**src/hw/rtl/hlxr_pkg.sv**
```systemverilog
// Shared types and constants for the header/length/XOR frame receiver.
// No dependencies; imported by hlxr_core, hlxr_out_reg, the top level and the checker.

package hlxr_pkg;

    localparam logic [7:0] HDR_FIRST      = 8'hAA;
    localparam logic [7:0] HDR_SECOND     = 8'h55;
    localparam logic [7:0] FRAME_OVERHEAD = 8'd3;
    localparam logic [7:0] CAPACITY_RESET = 8'd140;

    localparam logic KIND_PAYLOAD   = 1'b0;
    localparam logic KIND_FRAME_END = 1'b1;

    typedef enum logic [1:0] {
        VERDICT_OK       = 2'd0,
        VERDICT_CSUM_ERR = 2'd1,
        VERDICT_OVERSIZE = 2'd2,
        VERDICT_REPEATED = 2'd3
    } verdict_t;

    typedef enum logic [2:0] {
        PH_HUNT = 3'd0,
        PH_SYNC = 3'd1,
        PH_LEN  = 3'd2,
        PH_DATA = 3'd3,
        PH_SUM  = 3'd4
    } phase_t;

    typedef struct packed {
        logic       kind;
        logic [7:0] data_byte;
        logic [7:0] position;
        logic [7:0] frame_length;
        logic [1:0] verdict;
    } result_t;

endpackage

```
**src/hw/rtl/hlxr_in_reg.sv**
```systemverilog
// Input register stage: captures one received byte per transaction.
// No dependencies.

module hlxr_in_reg
(
    input  logic       clk,
    input  logic       rst_n,
    input  logic       in_valid,
    input  logic [7:0] rx_byte,
    output logic       in_stall,
    input  logic       take,
    output logic       q_valid,
    output logic [7:0] q_byte
);

    logic       valid_reg;
    logic       valid_next;
    logic [7:0] byte_reg;
    logic       load;

    // Stage can refill whenever it is empty or its byte is consumed this cycle.
    assign in_stall   = valid_reg && !take;
    assign load       = in_valid && !in_stall;
    assign valid_next = load ? 1'b1 : (take ? 1'b0 : valid_reg);

    always_ff @(posedge clk or negedge rst_n)
    begin
        if (!rst_n)
        begin
            valid_reg <= 1'b0;
        end
        else
        begin
            valid_reg <= valid_next;
        end
    end

    always_ff @(posedge clk)
    begin
        if (load)
        begin
            byte_reg <= rx_byte;
        end
    end

    assign q_valid = valid_reg;
    assign q_byte  = byte_reg;

endmodule

```
**src/hw/rtl/hlxr_core.sv**
```systemverilog
// Frame parser: header hunt, length check, payload indexing, XOR check,
// failure counting and the capacity register. Depends on hlxr_pkg.

module hlxr_core
    import hlxr_pkg::*;
(
    input  logic       clk,
    input  logic       rst_n,
    input  logic       cfg_valid,
    input  logic [7:0] cfg_data,
    input  logic       go,
    input  logic [7:0] b,
    output logic       res_valid,
    output result_t    res
);

    phase_t     phase_reg, phase_next;
    logic [7:0] announced_length_reg, announced_length_next;
    logic [7:0] bytes_taken_reg, bytes_taken_next;
    logic [7:0] running_xor_reg, running_xor_next;
    logic [1:0] fail_cnt_reg, fail_cnt_next;
    logic [7:0] capacity_reg;

    logic       oversize;
    logic       csum_ok;
    logic [7:0] taken_inc;

    assign oversize  = {1'b0, capacity_reg} < ({1'b0, b} + {1'b0, FRAME_OVERHEAD});
    assign csum_ok   = (b == running_xor_reg);
    assign taken_inc = bytes_taken_reg + 8'd1;

    // next state
    always_comb
    begin
        phase_next            = phase_reg;
        announced_length_next = announced_length_reg;
        bytes_taken_next      = bytes_taken_reg;
        running_xor_next      = running_xor_reg;
        fail_cnt_next         = fail_cnt_reg;
        case (phase_reg)
            PH_SYNC:
            begin
                if (b == HDR_SECOND)
                begin
                    phase_next = PH_LEN;
                end
                else if (b != HDR_FIRST)
                begin
                    phase_next = PH_HUNT;
                end
            end
            PH_LEN:
            begin
                announced_length_next = b;
                bytes_taken_next      = 8'd0;
                running_xor_next      = b;
                if (oversize)
                begin
                    phase_next = PH_HUNT;
                end
                else if (b == 8'd0)
                begin
                    phase_next = PH_SUM;
                end
                else
                begin
                    phase_next = PH_DATA;
                end
            end
            PH_DATA:
            begin
                running_xor_next = running_xor_reg ^ b;
                bytes_taken_next = taken_inc;
                if (taken_inc == announced_length_reg)
                begin
                    phase_next = PH_SUM;
                end
            end
            PH_SUM:
            begin
                phase_next = PH_HUNT;
                if (csum_ok)
                begin
                    fail_cnt_next = 2'd0;
                end
                else if (fail_cnt_reg != 2'd3)
                begin
                    fail_cnt_next = fail_cnt_reg + 2'd1;
                end
            end
            default:
            begin
                // hunting, also any unused phase code
                phase_next = (b == HDR_FIRST) ? PH_SYNC : PH_HUNT;
            end
        endcase
    end

    // outputs
    always_comb
    begin
        res_valid        = 1'b0;
        res.kind         = KIND_PAYLOAD;
        res.data_byte    = 8'd0;
        res.position     = 8'd0;
        res.frame_length = announced_length_reg;
        res.verdict      = VERDICT_OK;
        case (phase_reg)
            PH_LEN:
            begin
                res_valid        = oversize;
                res.kind         = KIND_FRAME_END;
                res.frame_length = b;
                res.verdict      = VERDICT_OVERSIZE;
            end
            PH_DATA:
            begin
                res_valid     = 1'b1;
                res.data_byte = b;
                res.position  = bytes_taken_reg;
            end
            PH_SUM:
            begin
                res_valid = 1'b1;
                res.kind  = KIND_FRAME_END;
                if (csum_ok)
                begin
                    res.verdict = VERDICT_OK;
                end
                else if (fail_cnt_reg == 2'd3)
                begin
                    res.verdict = VERDICT_REPEATED;
                end
                else
                begin
                    res.verdict = VERDICT_CSUM_ERR;
                end
            end
            default:
            begin
                res_valid = 1'b0;
            end
        endcase
    end

    always_ff @(posedge clk or negedge rst_n)
    begin
        if (!rst_n)
        begin
            phase_reg            <= PH_HUNT;
            announced_length_reg <= 8'd0;
            bytes_taken_reg      <= 8'd0;
            running_xor_reg      <= 8'd0;
            fail_cnt_reg         <= 2'd0;
            capacity_reg         <= CAPACITY_RESET;
        end
        else
        begin
            if (go)
            begin
                phase_reg            <= phase_next;
                announced_length_reg <= announced_length_next;
                bytes_taken_reg      <= bytes_taken_next;
                running_xor_reg      <= running_xor_next;
                fail_cnt_reg         <= fail_cnt_next;
            end
            if (cfg_valid)
            begin
                capacity_reg <= cfg_data;
            end
        end
    end

endmodule

```
**src/hw/rtl/hlxr_out_reg.sv**
```systemverilog
// Result register: holds one result transaction until the receiver takes it.
// Depends on hlxr_pkg for result_t.

module hlxr_out_reg
    import hlxr_pkg::*;
(
    input  logic    clk,
    input  logic    rst_n,
    input  logic    load,
    input  logic    res_valid,
    input  result_t res,
    output logic    slot_free,
    output logic    out_valid,
    input  logic    out_stall,
    output result_t out_q
);

    logic    valid_reg;
    logic    valid_next;
    result_t data_reg;

    assign slot_free  = !valid_reg || !out_stall;
    assign valid_next = load ? res_valid : (valid_reg && out_stall);

    always_ff @(posedge clk or negedge rst_n)
    begin
        if (!rst_n)
        begin
            valid_reg <= 1'b0;
        end
        else
        begin
            valid_reg <= valid_next;
        end
    end

    always_ff @(posedge clk)
    begin
        if (load && res_valid)
        begin
            data_reg <= res;
        end
    end

    assign out_valid = valid_reg;
    assign out_q     = data_reg;

endmodule

```
**src/hw/rtl/header_length_xor_frame_receiver.sv**
```systemverilog
// Header/length/XOR-checksum frame receiver, top level.
// Input channel: in_valid/in_stall with rx_byte, one received byte per transaction.
// Output channel: out_valid/out_stall with kind, data_byte, position,
//   frame_length, verdict. Each payload byte comes out with its position;
//   the checksum byte (or an oversized length byte) yields a frame-end result.
// Config channel: cfg_valid/cfg_ready/cfg_data writes frame_capacity;
//   cfg_ready is always high. Write only while the block is idle.
// Timing: a result is shown on the output the cycle after its byte is taken
//   from the input register.
// Throughput: one byte per cycle while out_stall is low, set by the single input
//   register and the single result register around the parser.
// Header, sync, and length bytes (when not oversized) produce no result.
// Reset: parser hunts for 0xAA, counters clear, capacity returns to 140,
//   both registers empty.
// Stall: while out_stall holds a pending result, the parser halts and
//   in_stall rises once the input register is occupied.
// Depends on hlxr_pkg, hlxr_in_reg, hlxr_core, hlxr_out_reg.

module header_length_xor_frame_receiver
    import hlxr_pkg::*;
(
    input  logic       clk,
    input  logic       rst_n,
    input  logic       in_valid,
    output logic       in_stall,
    input  logic [7:0] rx_byte,
    output logic       out_valid,
    input  logic       out_stall,
    output logic       kind,
    output logic [7:0] data_byte,
    output logic [7:0] position,
    output logic [7:0] frame_length,
    output logic [1:0] verdict,
    input  logic       cfg_valid,
    output logic       cfg_ready,
    input  logic [7:0] cfg_data
);

    logic       q_valid;
    logic [7:0] q_byte;
    logic       slot_free;
    logic       go;
    logic       res_valid;
    result_t    res;
    result_t    out_q;

    assign go        = q_valid && slot_free;
    assign cfg_ready = 1'b1;

    hlxr_in_reg u_in_reg (
        .clk      (clk),
        .rst_n    (rst_n),
        .in_valid (in_valid),
        .rx_byte  (rx_byte),
        .in_stall (in_stall),
        .take     (go),
        .q_valid  (q_valid),
        .q_byte   (q_byte)
    );

    hlxr_core u_core (
        .clk       (clk),
        .rst_n     (rst_n),
        .cfg_valid (cfg_valid),
        .cfg_data  (cfg_data),
        .go        (go),
        .b         (q_byte),
        .res_valid (res_valid),
        .res       (res)
    );

    hlxr_out_reg u_out_reg (
        .clk       (clk),
        .rst_n     (rst_n),
        .load      (go),
        .res_valid (res_valid),
        .res       (res),
        .slot_free (slot_free),
        .out_valid (out_valid),
        .out_stall (out_stall),
        .out_q     (out_q)
    );

    assign kind         = out_q.kind;
    assign data_byte    = out_q.data_byte;
    assign position     = out_q.position;
    assign frame_length = out_q.frame_length;
    assign verdict      = out_q.verdict;

endmodule

```
**config.mk**
```make
export PLATFORM = sky130hd
export DESIGN_NAME = header_length_xor_frame_receiver
export DESIGN_NICKNAME = d
export VERILOG_FILES = /design/src/hw/rtl/hlxr_pkg.sv /design/src/hw/rtl/hlxr_in_reg.sv /design/src/hw/rtl/hlxr_core.sv /design/src/hw/rtl/hlxr_out_reg.sv /design/src/hw/rtl/header_length_xor_frame_receiver.sv
export SDC_FILE = /design/constraint.sdc
export NUM_CORES = 1
export LEC_CHECK = 0
export ABC_AREA = 1
export BUFFER_PORTS_ARGS = -buffer_cell sky130_fd_sc_hd__buf_4
export CAP_MARGIN = 30
export CORE_MARGIN = 2
export CORE_UTILIZATION = 40
export CTS_CLUSTER_DIAMETER = 100
export CTS_CLUSTER_SIZE = 40
export DETAILED_ROUTE_END_ITERATION = 8
export GPL_TIMING_DRIVEN = 0
export PLACE_DENSITY = 0.61
export SETUP_SLACK_MARGIN = 0.15
export SLEW_MARGIN = 20
export SYNTH_ARGS = -nofsm -noshare
export SYNTH_HDL_FRONTEND = slang
export SYNTH_SLANG_ARGS = --single-unit
```
**constraint.sdc**
```tcl
create_clock -name clk -period 4.9 [get_ports clk]
set_clock_uncertainty 0.15 [all_clocks]
set_input_delay 0.98 -clock clk [delete_from_list [all_inputs] [get_ports clk]]
set_output_delay 0.98 -clock clk [all_outputs]
set_load 0.01 [all_outputs]
```
* Yosys cells after proc, flatten, opt, wreduce, memory -nomap -nowiden
Index checks and enable logic that the tools add are counted.
** Word-level totals
- Flip-flop bits (word level) :: 74
- Bits of input ports :: 21
- Output and inout port bits :: 30
- Logic and storage cells :: 71
** Operators by class
- Add/subtract/negate cells :: 3
- $lt $le $gt $ge :: 1
- Equality and inequality tests :: 13
- Muxes and demuxes :: 20
- Bitwise operators :: 1
- Reduce and logical (&&, ||, !) cells :: 19
** Operators with widths (count)
- $pmux W8 S2 :: 2
- $eq A8 B8 Y1 :: 2
- $mux W3 :: 5
- $pmux W3 S4 :: 1
- $add A8 B2 Y9 const B :: 1
- $lt A8 B9 Y1 :: 1
- $add A8 B1 Y8 const B :: 1
- $eq A8 B7 Y1 const B :: 1
- $eq A8 B8 Y1 const B :: 1
- $logic_not A8 Y1 :: 1
- $mux W2 :: 4
- $mux W8 :: 1
- $ne A8 B8 Y1 const B :: 1
- $xor A8 B8 Y8 :: 1
- $eq A3 B2 Y1 const B :: 2
- $reduce_and A3 Y1 :: 2
- $reduce_bool A2 Y1 :: 3
- $logic_and A1 B1 Y1 :: 5
- $mux W1 :: 5
- $logic_not A1 Y1 :: 4
- $pmux W2 S2 :: 1
- $reduce_or A2 Y1 :: 2
- $eq A3 B1 Y1 const B :: 1
- $eq A3 B3 Y1 const B :: 1
- other kinds (8) :: 8

* Depth between registers and ports, before layout
- Depth after elaboration :: 8
- Depth in mapped cells :: 16
- Gate-level depth less buffers :: 15

* Cells and area by module
Synthesis repeated with hierarchy kept, for this count alone.
** Second synthesis, totals
- Cells, all modules :: 401
- Area, all modules :: 3711.1 sq um
** Modules (own cells, without submodules)
- hlxr_core :: times used 1, cells each 348, area an instance 2534.9 sq um, sequential area each 929.6 sq um
- hlxr_out_reg :: times used 1, cells each 34, area an instance 859.6 sq um, sequential area each 835.8 sq um
- hlxr_in_reg :: times used 1, cells each 15, area an instance 297.8 sq um, sequential area each 265.3 sq um
- header_length_xor_frame_receiver :: times used 1, cells each 4, area an instance 18.8 sq um, sequential area each 0.0 sq um

* Least setup slack after synthesis
No wires, ideal clock.
- Path type :: register to register
- From :: register u_in_reg.byte_reg[0] (netlist: u_in_reg.q_byte[0])
- To :: register u_out_reg.data_reg, in the netlist u_out_reg.out_q[0] (enable)
- Library setup time :: 0.392 ns
- Arrival time :: 2.602 ns
- Data required time :: 4.358 ns
- Path slack :: 1.755 ns
- Cell stages (with the launch flop) :: 12
- Buffers on the path :: 0
- Period minus slack after synthesis :: 3.145 ns
- Cells stage by stage :: edfxtp_1 > inv_1 > ha_1 > nor2_1 > nand2_1 > xor2_1 > ha_1 > a21oi_1 > nor2_1 > o21ai_0 > nand2_1 > o22ai_2
** On the way
- Longest elaborated chain between the ends :: 4
** RTL lines
- from (decl) :: line hlxr_in_reg.sv:18 : logic [7:0] byte_reg;
- from (signal assigned) :: line hlxr_in_reg.sv:42 : byte_reg <= rx_byte;
- $add A8 B2 Y9 :: line hlxr_core.sv:28 : assign oversize = {1'b0, capacity_reg} < ({1'b0, b} + {1'b0, FRAME_OVERHEAD});
- $lt A8 B9 Y1 :: line hlxr_core.sv:28
- $pmux W1 S2 :: line hlxr_core.sv:108 : case (phase_reg)
- $logic_and A1 B1 Y1 :: line hlxr_out_reg.sv:39 : if (load && res_valid)
- to (signal assigned) :: line hlxr_out_reg.sv:41 : data_reg <= res;
- to (decl) :: line hlxr_out_reg.sv:20 : result_t data_reg;
Every way passes these cells.
A chain may end at the register's enable or synchronous reset.

* Worst setup path in the final report
- From :: register u_in_reg.byte_reg[0] (netlist: u_in_reg.q_byte[0])
- To :: register u_out_reg.data_reg, in the netlist u_out_reg.out_q[16] (enable)
The elaborated chain is that of the path after synthesis.

==> impl_metrics.toml <==
[status]
outcome = "complete, no violations"

[worst_hold_path]
hp-class = "register to register"

[worst_setup_path]
critPathKind = "register to register"
crit_arrival_ns = 3.14
cp-start-kind = "register"
cp_data_required_time_ns = 4.80
crit_path_end_kind = "register"
cp_max_fo = 20

[placement]
gp_congestion = 0.8452
dp_cells = 574
pre_cts_slack_ns = 1.629
port-buffer-count = 48
hpwl_um = 5821
dpl_cell_area_mm2 = 0.004439

[route]
dr.pass1.iters = 5
routedWlPerCell_um = 13.15
ant_nets = 0
drtIter0Drc = 145
drc = 0
vias = 2802
avgViaCountPerCell = 4.749
finalWirelength_um = 7759

[synth]
synth_top_area_share = 0.2707
synth-seq-cells = 74
synthCells = 396
ys_seq_area_frac = 0.5230
ys_top_cells_by_area = "edfxtp_1 27%, dfrtp_1 23%, nand2_1 8.1%"
synth_largest_area_cell = "edfxtp_1"
synthDistinctLibCells = 39
syn_nets = 430
syn_area_per_cell_um2 = 9.804
synth_warnings = 0
syn_area_mm2 = 0.003882

[timing]
tns_ns = 0
min_period_ns = 3.237
slew_viol_final = 0
finalHoldViolCount = 0
timing.final.ws_setup_ns = 1.663
max_freq_mhz = 308.9
fin_crit_sh = 0.6607
worst_pin_slew_ns = 0.5347
setup_viol = 0
rsz0062_at_grt = "no"
relSlewSlack = 0.6435
hold_slack_ns = 0.3365

[job]
cap_violations = 0

[floorplanning]
rows = 35
io_pins = 51
core_mm2 = 0.009328
start_util = 0.4162
fp.dieW_um = 102.5
chipHeight_um = 102.5
dieArea_mm2 = 0.01051

[clock_network]
cts_buffers = 9
cts_tree = "done"
insertion_delay_ns = 0.34
cts_buffer_depth = 2
clkSlewWorstSetupHoldPaths_ns = 0.07
root_buffer = "clkbuf_8"
ctsResizeCount = 0
ctsHoldBuffers = 0
htreeDepth = 3
cts_setup_buffers = 0
cts_sinks = 74

[finish]
largest_reg_flops = 27
fin_util = 0.4993
layout-drive-gt1-share = 0.2820
layout_commonest_cell = "nand2_1"
nets = 490
num_antenna_cells = 0
stdcell_area_mm2 = 0.004657
area_delta_synth_final_pct = 19.95
instances_no_fill = 590
layout_common_cells = "84 x nand2_1, 52 x buf_4, 38 x inv_1"

[global_routing]
grt_pass1_vias = 2796
grt_pass1_wl_um = 13190
grt_max_degree = 40
grt_usage = 0.1630
grt-ovfl-total = 0
met3_usage = 0.03390
use_met1 = 0.2062
antenna_found_initial = 0
busiest_layer = "met2"
use_met2 = 0.2821

[power]
leakage_nw = 2.252
peakVddDrop_mv = 0.1451
p_total_mw = 1.302
powerDensity_mw_per_mm2 = 279.6
==> cells in the mapped netlist, drive strengths merged <==
library cell	n
xnor2	5
mux2	8
o21bai	2
nand2	97
nor3	4
xor2	13
edfxtp	35
inv	44
nor4	1
clkinv	1
nand4	4
buf	10
ha	13
o22ai	7
o21ai	30
nor2	41
clkbuf	2
dfstp	3
a21oi	5
nand3	31
o211ai	3
conb	1
dfrtp	36
==> where the power goes <==
part	internal [mW]	total (mW)	switching [mW]
Clock	0.297	0.523	0.227
Combinational	0.0452	0.109	0.0639
Sequential	0.662	0.670	0.00796
==> layout make-up <==
class / instances / area (um^2)
Multi-Input combinational cell: 265 / 1603
Clock inverter: 6 / 80.08
Clock buffer: 10 / 137.6
Buffer: 12 / 82.58
Inverter: 45 / 173.9
Fill cell: 903 / 4671
Timing Repair Buffer: 49 / 387.9
Sequential cell: 74 / 2031
Tap cell: 129 / 161.4
==> final timing paths <==
check	startpoint	to	slack [ns]	cells past startpoint
min reg2reg	u_core.fail_cnt_reg[0]	u_core.fail_cnt_reg[0]	0.34	1
min in group asynchronous	rst_n	u_core.bytes_taken_reg[6]	0.45	1
max in group asynchronous	rst_n	u_core.capacity_reg[7]	3.75	1
max	u_in_reg.q_byte[0]	u_out_reg.out_q[16]	1.66	12
min	u_core.fail_cnt_reg[0]	u_core.fail_cnt_reg[0]	0.34	1
max reg2reg	u_in_reg.q_byte[0]	u_out_reg.out_q[16]	1.66	12
==> critical path: stages (launching register included) <==
cell and delay (ns):
edfxtp_1 0.52, inv_1 0.17, ha_1 0.25, nor2_1 0.22
nand2_1 0.10, xor2_1 0.16, ha_1 0.29, a21oi_1 0.15
nor2_1 0.05, o21ai_0 0.14, nand2_1 0.15, o22ai_4 0.37
buf_16 0.22
==> layer usage <==
layer	wire, um	vias to the layer above
li1	-	1431
met1	3529	1304
met2	3859	59
met3	292	8
met4	78	0
met5	0	-
==> kinds of logic after synthesis <==
family / share of synthesized area
other: 0.0009659
xor gates and xnor gates: 0.04254
AOI/OAI and AO/OA: 0.07476
DFF: 0.5230
buffers and inverters: 0.06606
muxes: 0.02320
and+or+nand+nor: 0.2275
adders and majority gates: 0.04190
Note: power is estimated with default switching activity, not from simulation.
